==> config.mk <==
export PLATFORM = sky130hd
export DESIGN_NAME = trfd_front
export DESIGN_NICKNAME = d
export VERILOG_FILES = /design/src/hw/rtl/tile_row_fetch_decoder_core_macros.svh /design/src/hw/rtl/trfd_pkg.sv /design/src/hw/rtl/trfd_front.sv
export SDC_FILE = /design/constraint.sdc
export NUM_CORES = 1
export LEC_CHECK = 0
export BUFFER_PORTS_ARGS = -buffer_cell sky130_fd_sc_hd__clkbuf_2
export CAP_MARGIN = 5
export CORE_MARGIN = 2
export CORE_UTILIZATION = 34
export DETAILED_ROUTE_END_ITERATION = 8
export GPL_TIMING_DRIVEN = 0
export HOLD_SLACK_MARGIN = 0.08
export MAX_ROUTING_LAYER = met4
export PLACE_DENSITY_LB_ADDON = 0.25
export SLEW_MARGIN = 20
export SYNTH_ARGS = -nofsm -noshare
export SYNTH_HDL_FRONTEND = slang
export SYNTH_SLANG_ARGS = --single-unit
==> constraint.sdc <==
create_clock -name clock -period 2.5 [get_ports clock]
set_input_delay 0.25 -clock clock [delete_from_list [all_inputs] [get_ports clock]]
set_output_delay 0.25 -clock clock [all_outputs]
set_load 0.1 [all_outputs]
==> src/hw/rtl/tile_row_fetch_decoder_core_macros.svh <==
// Assertion helpers for the tile row decoder back end.
`ifndef TILE_ROW_FETCH_DECODER_CORE_MACROS_SVH
`define TILE_ROW_FETCH_DECODER_CORE_MACROS_SVH

// The consequent must hold in the same cycle as the antecedent.
`define TRFD_ASSERT_SAME(label, clk, rst, ante, cons) \
   label: assert property (@(posedge clk) disable iff (rst) (ante) |-> (cons)) \
      else $error("tile row decoder check failed");

// The consequent must hold in the cycle after the antecedent.
`define TRFD_ASSERT_NEXT(label, clk, rst, ante, cons) \
   label: assert property (@(posedge clk) disable iff (rst) (ante) |=> (cons)) \
      else $error("tile row decoder check failed");

`endif

==> src/hw/rtl/trfd_pkg.sv <==
package trfd_pkg;

   localparam int MemAddrBits  = 16;
   localparam int TileBits     = 9;
   localparam int LaneCount    = 4;
   localparam int LaneSelBits  = 2;
   localparam int LaneAddrBits = MemAddrBits - LaneSelBits;
   localparam int LaneDepth    = 1 << LaneAddrBits;
   localparam int QueueDepth   = 4;

   localparam logic [MemAddrBits-1:0] Base2bppLow  = 16'h2000;
   localparam logic [MemAddrBits-1:0] Base2bppHigh = 16'h4000;
   localparam logic [MemAddrBits-1:0] Base4bppLow  = 16'h4000;
   localparam logic [MemAddrBits-1:0] Base4bppHigh = 16'h8000;

   localparam logic [2:0] ModePlanar4 = 3'd6;
   localparam logic [2:0] ModePacked4 = 3'd7;

   localparam logic CsrVideoMode  = 1'b0;
   localparam logic CsrBankEnable = 1'b1;

   typedef enum logic {
      OP_WRITE = 1'b0,
      OP_FETCH = 1'b1
   } opcode_type;

   typedef enum logic [1:0] {
      FMT_2BPP,
      FMT_PLANAR4,
      FMT_PACKED4
   } format_type;

   typedef struct packed {
      logic                   opcode;
      logic [MemAddrBits-1:0] write_address;
      logic [7:0]             write_data;
      logic [TileBits-1:0]    tile_number;
      logic [2:0]             row;
      logic                   flip_vertical;
      logic                   flip_horizontal;
      logic                   bank_select;
   } req_payload_type;

   typedef struct packed {
      logic [3:0] pixel_0;
      logic [3:0] pixel_1;
      logic [3:0] pixel_2;
      logic [3:0] pixel_3;
      logic [3:0] pixel_4;
      logic [3:0] pixel_5;
      logic [3:0] pixel_6;
      logic [3:0] pixel_7;
   } rsp_payload_type;

   // One classified transaction as it waits between the front and the back.
   typedef struct packed {
      opcode_type              op;
      logic [LaneAddrBits-1:0] word_addr;
      logic [LaneSelBits-1:0]  lane;
      logic [7:0]              data;
      format_type              fmt;
      logic                    hflip;
   } queue_entry_type;

endpackage

==> src/hw/rtl/trfd_front.sv <==
module trfd_front
   import trfd_pkg::*;
   (
   input  logic            clock,
   input  logic            reset,
   input  logic            csr_write_enable,
   input  logic            csr_index,
   input  logic [2:0]      csr_write_data,
   input  logic            req_valid,
   output logic            req_stall,
   input  req_payload_type req_payload,
   input  logic            queue_full,
   output logic            push,
   output queue_entry_type push_entry
   );

   logic [2:0]             video_mode_ff, video_mode_in;
   logic                   bank_enable_ff, bank_enable_in;
   logic                   high_bank;
   logic [2:0]             row_eff;
   logic [MemAddrBits-1:0] row_base;
   format_type             fmt;

   always_comb begin
      video_mode_in  = video_mode_ff;
      bank_enable_in = bank_enable_ff;
      if (csr_write_enable) begin
         case (csr_index)
            CsrVideoMode:  video_mode_in  = csr_write_data;
            CsrBankEnable: bank_enable_in = csr_write_data[0];
            default:       video_mode_in  = video_mode_ff;
         endcase
      end
   end

   always_ff @(posedge clock) begin
      if (reset) begin
         video_mode_ff  <= '0;
         bank_enable_ff <= 1'b0;
      end else begin
         video_mode_ff  <= video_mode_in;
         bank_enable_ff <= bank_enable_in;
      end
   end

   assign high_bank = req_payload.bank_select && bank_enable_ff;
   assign row_eff   = req_payload.flip_vertical ? (3'd7 - req_payload.row) : req_payload.row;

   always_comb begin
      case (video_mode_ff)
         ModePacked4: fmt = FMT_PACKED4;
         ModePlanar4: fmt = FMT_PLANAR4;
         default:     fmt = FMT_2BPP;
      endcase
   end

   // 4bpp rows are four bytes and 2bpp rows two bytes, both aligned, so one
   // read of the four byte lanes covers the whole row.
   always_comb begin
      if (fmt == FMT_2BPP) begin
         row_base = (high_bank ? Base2bppHigh : Base2bppLow)
                  + {3'b000, req_payload.tile_number, 4'b0000}
                  + {12'b0, row_eff, 1'b0};
      end else begin
         row_base = (high_bank ? Base4bppHigh : Base4bppLow)
                  + {2'b00, req_payload.tile_number, 5'b00000}
                  + {11'b0, row_eff, 2'b00};
      end
   end

   always_comb begin
      push_entry.op    = opcode_type'(req_payload.opcode);
      push_entry.data  = req_payload.write_data;
      push_entry.fmt   = fmt;
      push_entry.hflip = req_payload.flip_horizontal;
      if (req_payload.opcode == OP_WRITE) begin
         push_entry.word_addr = req_payload.write_address[MemAddrBits-1:LaneSelBits];
         push_entry.lane      = req_payload.write_address[LaneSelBits-1:0];
      end else begin
         push_entry.word_addr = row_base[MemAddrBits-1:LaneSelBits];
         push_entry.lane      = row_base[LaneSelBits-1:0];
      end
   end

   assign req_stall = queue_full;
   assign push      = req_valid && !queue_full;

endmodule

Word-level counts from Yosys, hierarchy flattened. Index checks and enable logic that the tools add are counted.

Bits in registers: 4. Input bits: 49. Output and inout bits: 30. Word-level logic and storage cells: 22.

$add $sub $neg: 5. Equal/unequal tests: 2. Mux-type cells: 6. Bitwise operators: 1. Reductions and logical operators: 6.

Operator list (count): $mux W16 (3); $add A15 B13 Y16 (1); $add A16 B14 Y16 (1); $add A16 B4 Y16 (1); $add A16 B5 Y16 (1); $mux W15 (1); $eq A3 B3 Y1 const B (2); $pmux W2 S2 (1); $reduce_and A2 Y1 (2); $mux W3 (1); $sub A3 B3 Y3 const A (1); $logic_and A1 B1 Y1 (2); $logic_not A2 Y1 (1); $logic_not A1 Y1 (1); $not A1 Y1 (1).

Logic depth before layout (Yosys ltp).
Word-level depth: 6. Gate-level depth with buffers: 5. Depth with buffers taken out: 4.

Worst setup path after synthesis. No wires, ideal clock.

Kind: reg-to-output. Start: register video_mode_ff[1]. End: output port push_entry[14] in the netlist's numbering. Arrival time: 2.839 ns. Data required time: 2.250 ns. Path slack: -0.589 ns. Stages on the path, launching flop included: 3. Path buffers: 0. Path through: dfxtp_1 -> and3_1 -> o311ai_1.

RTL lines: start: declaration (RTL line trfd_front.sv:17) `logic [2:0] video_mode_ff, video_mode_in;`; start signal: assignment (RTL line trfd_front.sv:41) `video_mode_ff <= video_mode_in;`; end: declaration (RTL line trfd_front.sv:14) `output queue_entry_type push_entry`.

==> results by group <==
Power and ir drop
  – Clock power frac: 16.1%
  – PwrDens: 482.0 mW/mm^2
  – Internal: 198.2 uW
  – Switching power: 307.1 uW
  – Seq pwr share: 14.1%
  – Pleak: 0.6705 nW
  – Net Sw Frac: 60.78%
  – Maximum VDD drop: 0.3474 mV
  – Combinational Power Share: 69.8%

Synthesis
  – Top cell type's share of synthesized area: 22.05%
  – Synth cell types: 21
  – Ys async rst share: 0%
  – Post-synth top flop: dfxtp_1
  – Post-synthesis sequential area ratio: 12.60%
  – Synthesized cell area: 635.6 um^2
  – Syn Area/Cell: 7.306 um^2
  – Post-synth EDFFs: 0
  – Synth Instances: 87
  – Top cells by count, synth: mux2i_1, nor2_1, buf_4, a21oi_1
  – Yosys reg bits: 4
  – Syn nets: 137
  – Synth warnings: 0
  – Top post-synthesis cells by area: mux2i_1, buf_4, dfxtp_1
  – Top-count cell post-synth: mux2i_1
  – Yosys top cell by area: mux2i_1

CTS
  – Skew-Pair Late Insertion Delay: 0.23 ns
  – CTS Buf Count: 3
  – CTS max path bufs: 2
  – Clk sinks: 4
  – Resized cells post-CTS: 0
  – Clk root buf: clkbuf_4
  – Postcts setup bufs: 0
  – Hold-fix buffers at CTS: 0
  – Clock transition at path regs: 0.04 ns
  – H-Tree Level Count: 1
  – CTS tree: built

Global route
  – Global-route wire length before repair: 2594 um
  – Largest net degree at the start of global routing: 11
  – Total GRT Usage: 16.57%
  – Grt total ovfl: 0
  – Number of antenna violations at the first check in global routing: 0
  – Vias in the first global route: 697

Min path
  – Hold crit path type: in -> reg

Worst setup path
  – Buf+Inv Stages, Crit Path: 3
  – Worst setup SP type: register
  – Crit path required time: 2.25 ns
  – Worst setup path class: reg -> out
  – Cell Chain, Critical Path: nand2_2 > buf_6 > inv_1 > ha_1 > mux2_2 > clkbuf_2
  – CP endpoint kind: output port
  – Critical path's top delay family: buffers and inverters
  – CP peak stage delay: 0.44 ns
  – Arrival @ worst endpoint: 1.91 ns
  – Worst-path fanout max: 10
  – Critical-path top delay cell: dfxtp_1

Finish
  – # diodes: 0
  – Post-route cell area: 0.001049 mm^2
  – Fillers: 186
  – Final core occ: 60.07%
  – Share of cells above drive strength 1: 58.86%
  – # nets final: 210
  – Area grow syn2layout: 64.96%

Die
  – I/O Pins: 79
  – Initial core utilization: 36.42%
  – Die height: 47.24 um
  – Row count: 15
  – Core Region: 0.001745 mm^2
  – Die width: 47.24 um
  – Die area: 0.002231 mm^2

Drt
  – WL/cell: 10.38 um
  – Via density: 4.601
  – Router iterations before antenna repair: 4
  – Routed via count: 842
  – Final WL: 1900 um
  – Iteration-0 DRC Markers: 5
  – ANT nets after route: 0
  – DRC: 0

Placed design
  – Gpl congestion: 0.6297
  – Port Buf Inserts: 68
  – DPL Wire Length: 1619 um
  – Placed cell area: 0.001026 mm^2

STA
  – Worst-Margin Slew: 0.5510 ns
  – Fin crit share: 86.44%
  – Final setup fails: 0
  – Final Hold Fails: 0
  – Max_slew headroom: 63.42%
  – Skew final: 0 ns
  – RSZ-0062 raised after global routing: no
  – Top achievable clock speed: 462.7 MHz
  – Final critical-path required period: 2.161 ns
  – Max-slew violation count: 0
  – Final TNS setup: 0 ns

Status
  – Run status: completed

Run
  – Max-cap violations: 0
==> sequential cells by signal, indices dropped and copies added, names as in the netlist <==
signal,cells
bank_enable_ff,1
video_mode_ff,3
==> kinds of logic after synthesis <==
kind of cell,share of synthesized area [%]
buffers and inverters,19.49
AOI/OAI and AO/OA,14.57
and+or+nand+nor,21.26
muxes,27.36
adders and majority gates,1.968
xor gates and xnor gates,2.756
DFF,12.60
==> final cells by class <==
cell class	count	area [um^2]	area share (%)
flip-flops and latches	4	80.08	7.637
well taps	25	31.28	2.983
repair buffers	68	340.3	32.46
clock buffers	3	22.52	2.148
plain buffers	15	108.9	10.38
inverters	4	15.01	1.432
multi-input cells	64	450.4	42.96
==> path summary, 6_finish.rpt <==
kind / startpoint / to / slack [ns] / depth (start not counted)
worst max-delay path: video_mode_ff[1]$_SDFFE_PP0P_ / push_entry[25] / 0.34 / 6
worst max register to register: video_mode_ff[1]$_SDFFE_PP0P_ / video_mode_ff[1]$_SDFFE_PP0P_ / 1.76 / 2
worst min register to register: bank_enable_ff$_SDFFE_PP0P_ / bank_enable_ff$_SDFFE_PP0P_ / 0.45 / 2
worst min-delay path: reset / bank_enable_ff$_SDFFE_PP0P_ / 0.23 / 2
==> through the flow <==
stage / total power, mW / worst slack [ns] / hold WS [ns] / instances
floorplan: 0.3597 / 0.0002494 / 0.3191 / 87
global placement: 0.4214 / 0.6182 / 0.4394 / 180
detailed placement: 0.4255 / 0.6118 / 0.4539 / 180
CTS: 0.5083 / 0.3340 / 0.2219 / 183
global route: 0.5230 / 0.2854 / 0.2263 / 183
finish: 0.5054 / 0.3389 / 0.2297 / 183
==> cells in the final DEF (no fill, tap or decap) <==
master    instances
clkbuf_2         68
mux2i_1          13
nor2_1           12
buf_4            11
a21oi_1           9
inv_1             4
nor2b_1           4
dfxtp_1           4
and3_1            3
buf_2             3
mux2_2            3
nand2_1           3
clkbuf_4          3
xor2_1            2
a21boi_0          2
o21ai_0           2
nand2b_1          2
o311ai_2          2
nand3_1           2
and2_1            1
nand2_2           1
buf_6             1
mux2i_2           1
o21ai_1           1
ha_1              1
==> power groups by stage <==
stage	logic (mW)	clock network, mW	registers, mW
after floorplan	0.289	0	0.0707
after global placement	0.350	0	0.0714
after detailed placement	0.354	0	0.0717
after CTS	0.354	0.0828	0.0710
after global routing	0.367	0.0846	0.0714
final	0.353	0.0816	0.0711
==> metal layers <==
metal	vias to the layer above	GRT usage [%]	wire, um
met5	-	-	0
met3	0	2.308	134
met2	41	31.62	1005
met4	0	5.000	0
met1	369	17.08	759
li1	432	-	-
(Power assumes the default switching activity.)
