==> src/hw/rtl/tile_row_fetch_decoder_core_macros.svh <==
// Assertion helpers for the tile row decoder back end.
`ifndef TILE_ROW_FETCH_DECODER_CORE_MACROS_SVH
`define TILE_ROW_FETCH_DECODER_CORE_MACROS_SVH

// The consequent must hold in the same cycle as the antecedent.
`define TRFD_ASSERT_SAME(label, clk, rst, ante, cons) \
   label: assert property (@(posedge clk) disable iff (rst) (ante) |-> (cons)) \
      else $error("tile row decoder check failed");

// The consequent must hold in the cycle after the antecedent.
`define TRFD_ASSERT_NEXT(label, clk, rst, ante, cons) \
   label: assert property (@(posedge clk) disable iff (rst) (ante) |=> (cons)) \
      else $error("tile row decoder check failed");

`endif

==> src/hw/rtl/trfd_pkg.sv <==
package trfd_pkg;

   localparam int MemAddrBits  = 16;
   localparam int TileBits     = 9;
   localparam int LaneCount    = 4;
   localparam int LaneSelBits  = 2;
   localparam int LaneAddrBits = MemAddrBits - LaneSelBits;
   localparam int LaneDepth    = 1 << LaneAddrBits;
   localparam int QueueDepth   = 4;

   localparam logic [MemAddrBits-1:0] Base2bppLow  = 16'h2000;
   localparam logic [MemAddrBits-1:0] Base2bppHigh = 16'h4000;
   localparam logic [MemAddrBits-1:0] Base4bppLow  = 16'h4000;
   localparam logic [MemAddrBits-1:0] Base4bppHigh = 16'h8000;

   localparam logic [2:0] ModePlanar4 = 3'd6;
   localparam logic [2:0] ModePacked4 = 3'd7;

   localparam logic CsrVideoMode  = 1'b0;
   localparam logic CsrBankEnable = 1'b1;

   typedef enum logic {
      OP_WRITE = 1'b0,
      OP_FETCH = 1'b1
   } opcode_type;

   typedef enum logic [1:0] {
      FMT_2BPP,
      FMT_PLANAR4,
      FMT_PACKED4
   } format_type;

   typedef struct packed {
      logic                   opcode;
      logic [MemAddrBits-1:0] write_address;
      logic [7:0]             write_data;
      logic [TileBits-1:0]    tile_number;
      logic [2:0]             row;
      logic                   flip_vertical;
      logic                   flip_horizontal;
      logic                   bank_select;
   } req_payload_type;

   typedef struct packed {
      logic [3:0] pixel_0;
      logic [3:0] pixel_1;
      logic [3:0] pixel_2;
      logic [3:0] pixel_3;
      logic [3:0] pixel_4;
      logic [3:0] pixel_5;
      logic [3:0] pixel_6;
      logic [3:0] pixel_7;
   } rsp_payload_type;

   // One classified transaction as it waits between the front and the back.
   typedef struct packed {
      opcode_type              op;
      logic [LaneAddrBits-1:0] word_addr;
      logic [LaneSelBits-1:0]  lane;
      logic [7:0]              data;
      format_type              fmt;
      logic                    hflip;
   } queue_entry_type;

endpackage

==> src/hw/rtl/trfd_fifo.sv <==
module trfd_fifo
   import trfd_pkg::*;
   #(parameter int DEPTH = QueueDepth)
   (
   input  logic            clock,
   input  logic            reset,
   input  logic            push,
   input  queue_entry_type push_entry,
   output logic            full,
   input  logic            pop,
   output logic            not_empty,
   output queue_entry_type head_entry
   );

   localparam int PtrBits   = (DEPTH > 1) ? $clog2(DEPTH) : 1;
   localparam int CountBits = $clog2(DEPTH + 1);
   localparam logic [PtrBits-1:0]   LastPtr   = PtrBits'(DEPTH - 1);
   localparam logic [CountBits-1:0] FullCount = CountBits'(DEPTH);

   queue_entry_type       store_ff [DEPTH];
   logic [PtrBits-1:0]    wr_ptr_ff, wr_ptr_in;
   logic [PtrBits-1:0]    rd_ptr_ff, rd_ptr_in;
   logic [CountBits-1:0]  count_ff, count_in;

   always_comb begin
      wr_ptr_in = wr_ptr_ff;
      rd_ptr_in = rd_ptr_ff;
      count_in  = count_ff;
      if (push) begin
         wr_ptr_in = (wr_ptr_ff == LastPtr) ? '0 : wr_ptr_ff + 1'b1;
      end
      if (pop) begin
         rd_ptr_in = (rd_ptr_ff == LastPtr) ? '0 : rd_ptr_ff + 1'b1;
      end
      if (push && !pop) begin
         count_in = count_ff + 1'b1;
      end else if (pop && !push) begin
         count_in = count_ff - 1'b1;
      end
   end

   always_ff @(posedge clock) begin
      if (reset) begin
         wr_ptr_ff <= '0;
         rd_ptr_ff <= '0;
         count_ff  <= '0;
      end else begin
         wr_ptr_ff <= wr_ptr_in;
         rd_ptr_ff <= rd_ptr_in;
         count_ff  <= count_in;
      end
   end

   always_ff @(posedge clock) begin
      if (push) begin
         store_ff[wr_ptr_ff] <= push_entry;
      end
   end

   assign full       = (count_ff == FullCount);
   assign not_empty  = (count_ff != '0);
   assign head_entry = store_ff[rd_ptr_ff];

endmodule

==> config.mk <==
export PLATFORM = sky130hd
export DESIGN_NAME = trfd_fifo
export DESIGN_NICKNAME = d
export VERILOG_FILES = /design/src/hw/rtl/tile_row_fetch_decoder_core_macros.svh /design/src/hw/rtl/trfd_pkg.sv /design/src/hw/rtl/trfd_fifo.sv
export SDC_FILE = /design/constraint.sdc
export NUM_CORES = 1
export LEC_CHECK = 0
export BUFFER_PORTS_ARGS = -buffer_cell sky130_fd_sc_hd__buf_2
export CORE_MARGIN = 2
export CORE_UTILIZATION = 56
export DETAILED_ROUTE_END_ITERATION = 10
export PLACE_DENSITY_LB_ADDON = 0.3
export SLEW_MARGIN = 5
export SYNTH_ARGS = -nofsm -noshare
export SYNTH_HDL_FRONTEND = slang
export SYNTH_SLANG_ARGS = --single-unit
export TNS_END_PERCENT = 1
==> constraint.sdc <==
create_clock -name clock -period 2.35 [get_ports clock]
set_input_delay 0.1175 -clock clock [delete_from_list [all_inputs] [get_ports clock]]
set_output_delay 0.1175 -clock clock [all_outputs]
set_load 0.01 [all_outputs]
## Word level (Yosys, flattened, before mapping)

Memory sizes are Yosys's and may differ from the RTL's. A register that Yosys moved wholly into a read port is not among the register bits.
Cells that the tools add are included.

| storage, ports and cells | value |
|---|---|
| input bits | 32 |
| output and inout port bits | 30 |
| logic and storage cells | 25 |
| bits in registers | 7 |
| memory bits (writable) | 112 |
| memories kept | 1 |

| operators by class | value |
|---|---|
| add/subtract/negate cells | 4 |
| muxes and demuxes | 8 |
| equality and inequality tests | 3 |
| reduce and logical (&&, ||, !) cells | 6 |

Memory list:

| name | words | width | rd ports | clocked after memory_dff | write ports | RTL line | text |
|---|---|---|---|---|---|---|---|
| store_ff | 4 | 28 | 1 | 1 | 1 | trfd_fifo.sv:20 | `queue_entry_type store_ff [DEPTH];` |

Operators by type and width:

| operator | number |
|---|---|
| 2-bit two-way mux | 4 |
| 3-bit two-way mux | 2 |
| 2-bit by 1-bit adder with 2-bit output (second input constant) | 2 |
| 2-bit == test (second input constant) | 2 |
| 3-bit by 1-bit adder with 3-bit output (second input constant) | 1 |
| 3-bit == test (second input constant) | 1 |
| 3-bit nonzero test | 1 |
| 3-bit by 1-bit subtractor with 3-bit output (second input constant) | 1 |
| 1-bit logical AND | 2 |
| 1-bit logical NOT | 2 |
| 1-bit two-way mux | 2 |
| 2-bit nonzero test | 1 |

## Longest topological paths before layout

| depth | value |
|---|---|
| depth after elaboration | 4 |
| mapped depth | 7 |
| gate-level depth less buffers | 7 |

## Worst setup path after synthesis

No wires, ideal clock.

| timing path | value |
|---|---|
| path kind | register to register |
| start | register wr_ptr_ff[0] |
| end | memory store_ff[3][0] (netlist bit), enable pin |
| stages on the path, launching flop included | 3 |
| period minus slack after synthesis | 1639 ps |
| setup time | 387 ps |
| setup slack | 711 ps |
| path buffers | 0 |
| arrival time | 1251 ps |
| required time | 1963 ps |
| cell sequence | dfxtp_1 ha_1 and2_1 |

RTL lines:

| what | RTL line | text |
|---|---|---|
| start: declaration | trfd_fifo.sv:21 | `logic [PtrBits-1:0] wr_ptr_ff, wr_ptr_in;` |
| start signal: assignment | trfd_fifo.sv:48 | `wr_ptr_ff <= wr_ptr_in;` |
| end: declaration | trfd_fifo.sv:20 |  |

Straight into the memory's write port.

==> impl_summary.log <==
[metrics] run status: finished clean
[metrics] post-DR wirelength/cell: 20.1 um
[metrics] all-layer global routing usage: between 20% and 30%
[metrics] Place WS: 746 ps
[metrics] post-route design area: just under 6000 sq um
[metrics] grt total ovfl: 0
[metrics] standard cell core area: a little under 8000 sq um
[metrics] drt first pass iters: 5
[metrics] Setup crit end kind: output port
[metrics] fraction of final layout cells with drive strength greater than 1: ~37%
[metrics] leakage dissipation: 2.16 nW
[metrics] routed vias/inst: 5.42
[metrics] routed via count: ~2300
[metrics] fin nets: around 350
[metrics] biggest fanout along the worst timing path: 9
[metrics] final non-filler cell total: 421
[metrics] worst setup slack after layout: approximately 310 ps
[metrics] area of the multi-input gates: approximately 910 sq um
[metrics] total standard cell area after synthesis: about 4500 sq um
[metrics] Min-Delay Path Class: input pin to flop
[metrics] worst vdd ir: ~0.00055 V
[metrics] CTS tree: built
[metrics] vias in the first global route: approximately 2500
[metrics] deepest level of the CTS H-tree: 4
[metrics] root cell of the clock tree: sky130_fd_sc_hd__clkbuf_8
[metrics] slew margin rel.: around two thirds
[metrics] required time of the critical path: roughly 2200 ps
[metrics] Synth Area per Inst: roughly 24 sq um
[metrics] chip width: ~94 um
[metrics] f_max: ~490 MHz
[metrics] placed standard-cell area: between 5000 and 6000 sq um
[metrics] Total Die Area: 8830 sq um
[metrics] total power divided by cell area: roughly 950 nW/um^2
[metrics] drt first-iter violations: 171
[metrics] Starting Density: 58.3%
[metrics] count of cells along the worst register-to-register path: 3
[metrics] Diodes inserted: 0
[metrics] area added between synthesis and finish: 31.0%
[metrics] data arrival time of the worst path: between 1500 and 2000 ps
[metrics] number of placed instances, taps included: approximately 360
[metrics] synthesized net count: approximately 230
[metrics] unique cell type count in the Yosys netlist: 18
[metrics] Yosys reg bits: 121
[metrics] Reg2Reg Capture Point: store_ff[1][25]
[metrics] Post-CTS Resized: 0
[metrics] source-to-sink clock delay at the later pin of the worst-skew pair: approximately 500 ps
[metrics] standard-cell rows: 32
[metrics] number of buffers created by CTS: 17
[metrics] Total Negative Setup Slacks: 0 ps
[metrics] share of the core filled with cells in the final layout: between 70% and 80%
[metrics] time the final worst path needs with I/O delays and setup: ~2000 ps
[metrics] termination of the worst setup path: head_entry[12]
[metrics] unrepaired setup endpoints after global routing: no
[metrics] overall die height: about 94 um
[metrics] DRC violation count after routing: 0
[metrics] number of nets still failing antenna checks after routing: 0
[metrics] critical path class: flop to output port
[metrics] pin count of the biggest net entering global routing: 29
[metrics] proportion of synthesized chip area in sequential cells: 78.2%
[metrics] Final setup violation count: 0
[metrics] Final Hold Violating Endpoints: 0
[metrics] first-pass GRT wire length: between 10 and 15 mm
[metrics] Post-Route WL: around 8.5 mm
[metrics] type of element launching the critical path: flop
[metrics] Critical R2R Launch: wr_ptr_ff[0]
[metrics] I/O Buffers: between 60 and 70
[metrics] number of violations of the max-capacitance limit: 0
[metrics] period utilization: 86.9%
[metrics] count of buffers added by post-CTS timing repair for setup: 0
[metrics] count of yosys warnings during synthesis: 0
[metrics] actual transition at the worst max-transition pin: around 500 ps
[metrics] clock input transition at the sequential cells of the worst setup and hold paths: around 50 ps
[metrics] minimum setup slack among reg-to-reg paths: just under 800 ps
[metrics] total half-perimeter wirelength after legalization and detailed placement: 5.00 mm
[metrics] count of filler cells inserted in the layout: 415
[metrics] routability congestion estimate: 0.691
[metrics] number of ports placed on the die boundary: 62
[metrics] Sequential Area: 3540 sq um
[metrics] maximum buffer depth of the clock tree: 2
[metrics] fin. max-slew vios: 0
[metrics] antenna violations before repair: 0
[metrics] worst-case clock skew: ~7.9 ps
[metrics] number of standard cells after synthesis: 190
[metrics] number of clock sinks seen by CTS: between 100 and 150
[through the flow]
step / hold WS, ps / power [W]
6_report: 376 / 0.00561
5_1_grt: 357 / 0.00580
4_1_cts: 342 / 0.00566
3_5_place_dp: 334 / 0.00298
3_3_place_gp: 330 / 0.00297
2_1_floorplan: 187 / 0.00280
[cell families (layout without fill, tap and decap cells)]
logic type               after synthesis  in the layout  share of synthesized area [%]
AO/OA/AOI/OAI                          3              3                          0.331
flip-flops                           121            121                           78.2
AND/OR/NAND/NOR                       15             15                           1.74
buffers and inverters                 10            139                           1.79
adder cells (fa/ha/maj)                7              7                           2.10
XOR/XNOR                               2              2                          0.387
multiplexers                          32             32                           15.5
[synth_stat cells (all sizes together)]
cell type	number	share of area [%]
edfxtp	112	74
mux4	28	15
dfxtp	9	4.0
nor2	7	0.58
buf	6	1.5
ha	6	1.7
and2	4	0.55
inv	4	0.33
mux2i	4	0.88
a21oi	2	0.22
nor3b	2	0.33
or3	2	0.28
xor2	2	0.39
fa	1	0.44
o21ai	1	0.11
[what timing repair did]
| action | 4_1_cts | 5_1_grt |
|---|---|---|
| hold endpoints to repair | 121 | 0 |
| hold buffers | 31 | 0 |
| endpoints found under the setup margin | 0 | 0 |
[how the worst min path moves through the flow]
stage	from	endpoint	slack (ps)	cells past startpoint
2_1_floorplan	reset	count_ff[2]	190	1
6_report	push_entry[23]	store_ff[2][23]	380	2
5_1_grt	push_entry[23]	store_ff[2][23]	360	2
3_3_place_gp	push_entry[22]	store_ff[1][22]	330	1
3_5_place_dp	push_entry[6]	store_ff[1][6]	330	1
4_1_cts	push_entry[6]	store_ff[1][6]	340	2
[cell usage in the layout, fill, tap and decap left out, drive strengths merged]
cell	n
a21oi	2
ha	6
inv	4
bufinv	5
or3	2
o21ai	1
buf	72
dfxtp	9
and2	4
clkinv	6
xor2	2
edfxtp	112
mux4	28
dlygate4sd3	31
nor3b	2
fa	1
mux2i	4
clkbuf	21
nor2	7
[flip-flops by register name, summed over array words and instances (netlist names), named ones only]
register and cells:
store_ff 112, count_ff 3, rd_ptr_ff 2, wr_ptr_ff 2
[per-layer routing]
layer,share of wire [%],vias up,global-route usage (%)
met5,0,-,0
met4,1.3,0,9.30
met3,5.0,12,6.82
met2,55,75,36.1
met1,39,1165,25.0
li1,-,1029,-
[worst max-delay path, cell delays in order (launching register included)]
cell	delay, ps
sky130_fd_sc_hd__dfxtp_2	460
sky130_fd_sc_hd__buf_4	270
sky130_fd_sc_hd__mux4_2	540
sky130_fd_sc_hd__buf_2	160
[layout make-up]
class | instances | share of cell area (%)
repair buffers | 103 | 12.4
clock buffers | 21 | 7.23
multi-input cells | 59 | 15.3
well taps | 102 | 2.15
inverters | 4 | 0.253
flip-flops and latches | 121 | 59.7
clock inverters | 11 | 2.97
[where the power goes]
| part | switching (W) | internal [W] |
|---|---|---|
| logic | 0.000230 | 0.000244 |
| registers | 0.0000427 | 0.00247 |
| clock network | 0.000822 | 0.00181 |
| total | 0.00110 | 0.00452 |
Note: power is estimated with default switching activity, not from simulation.
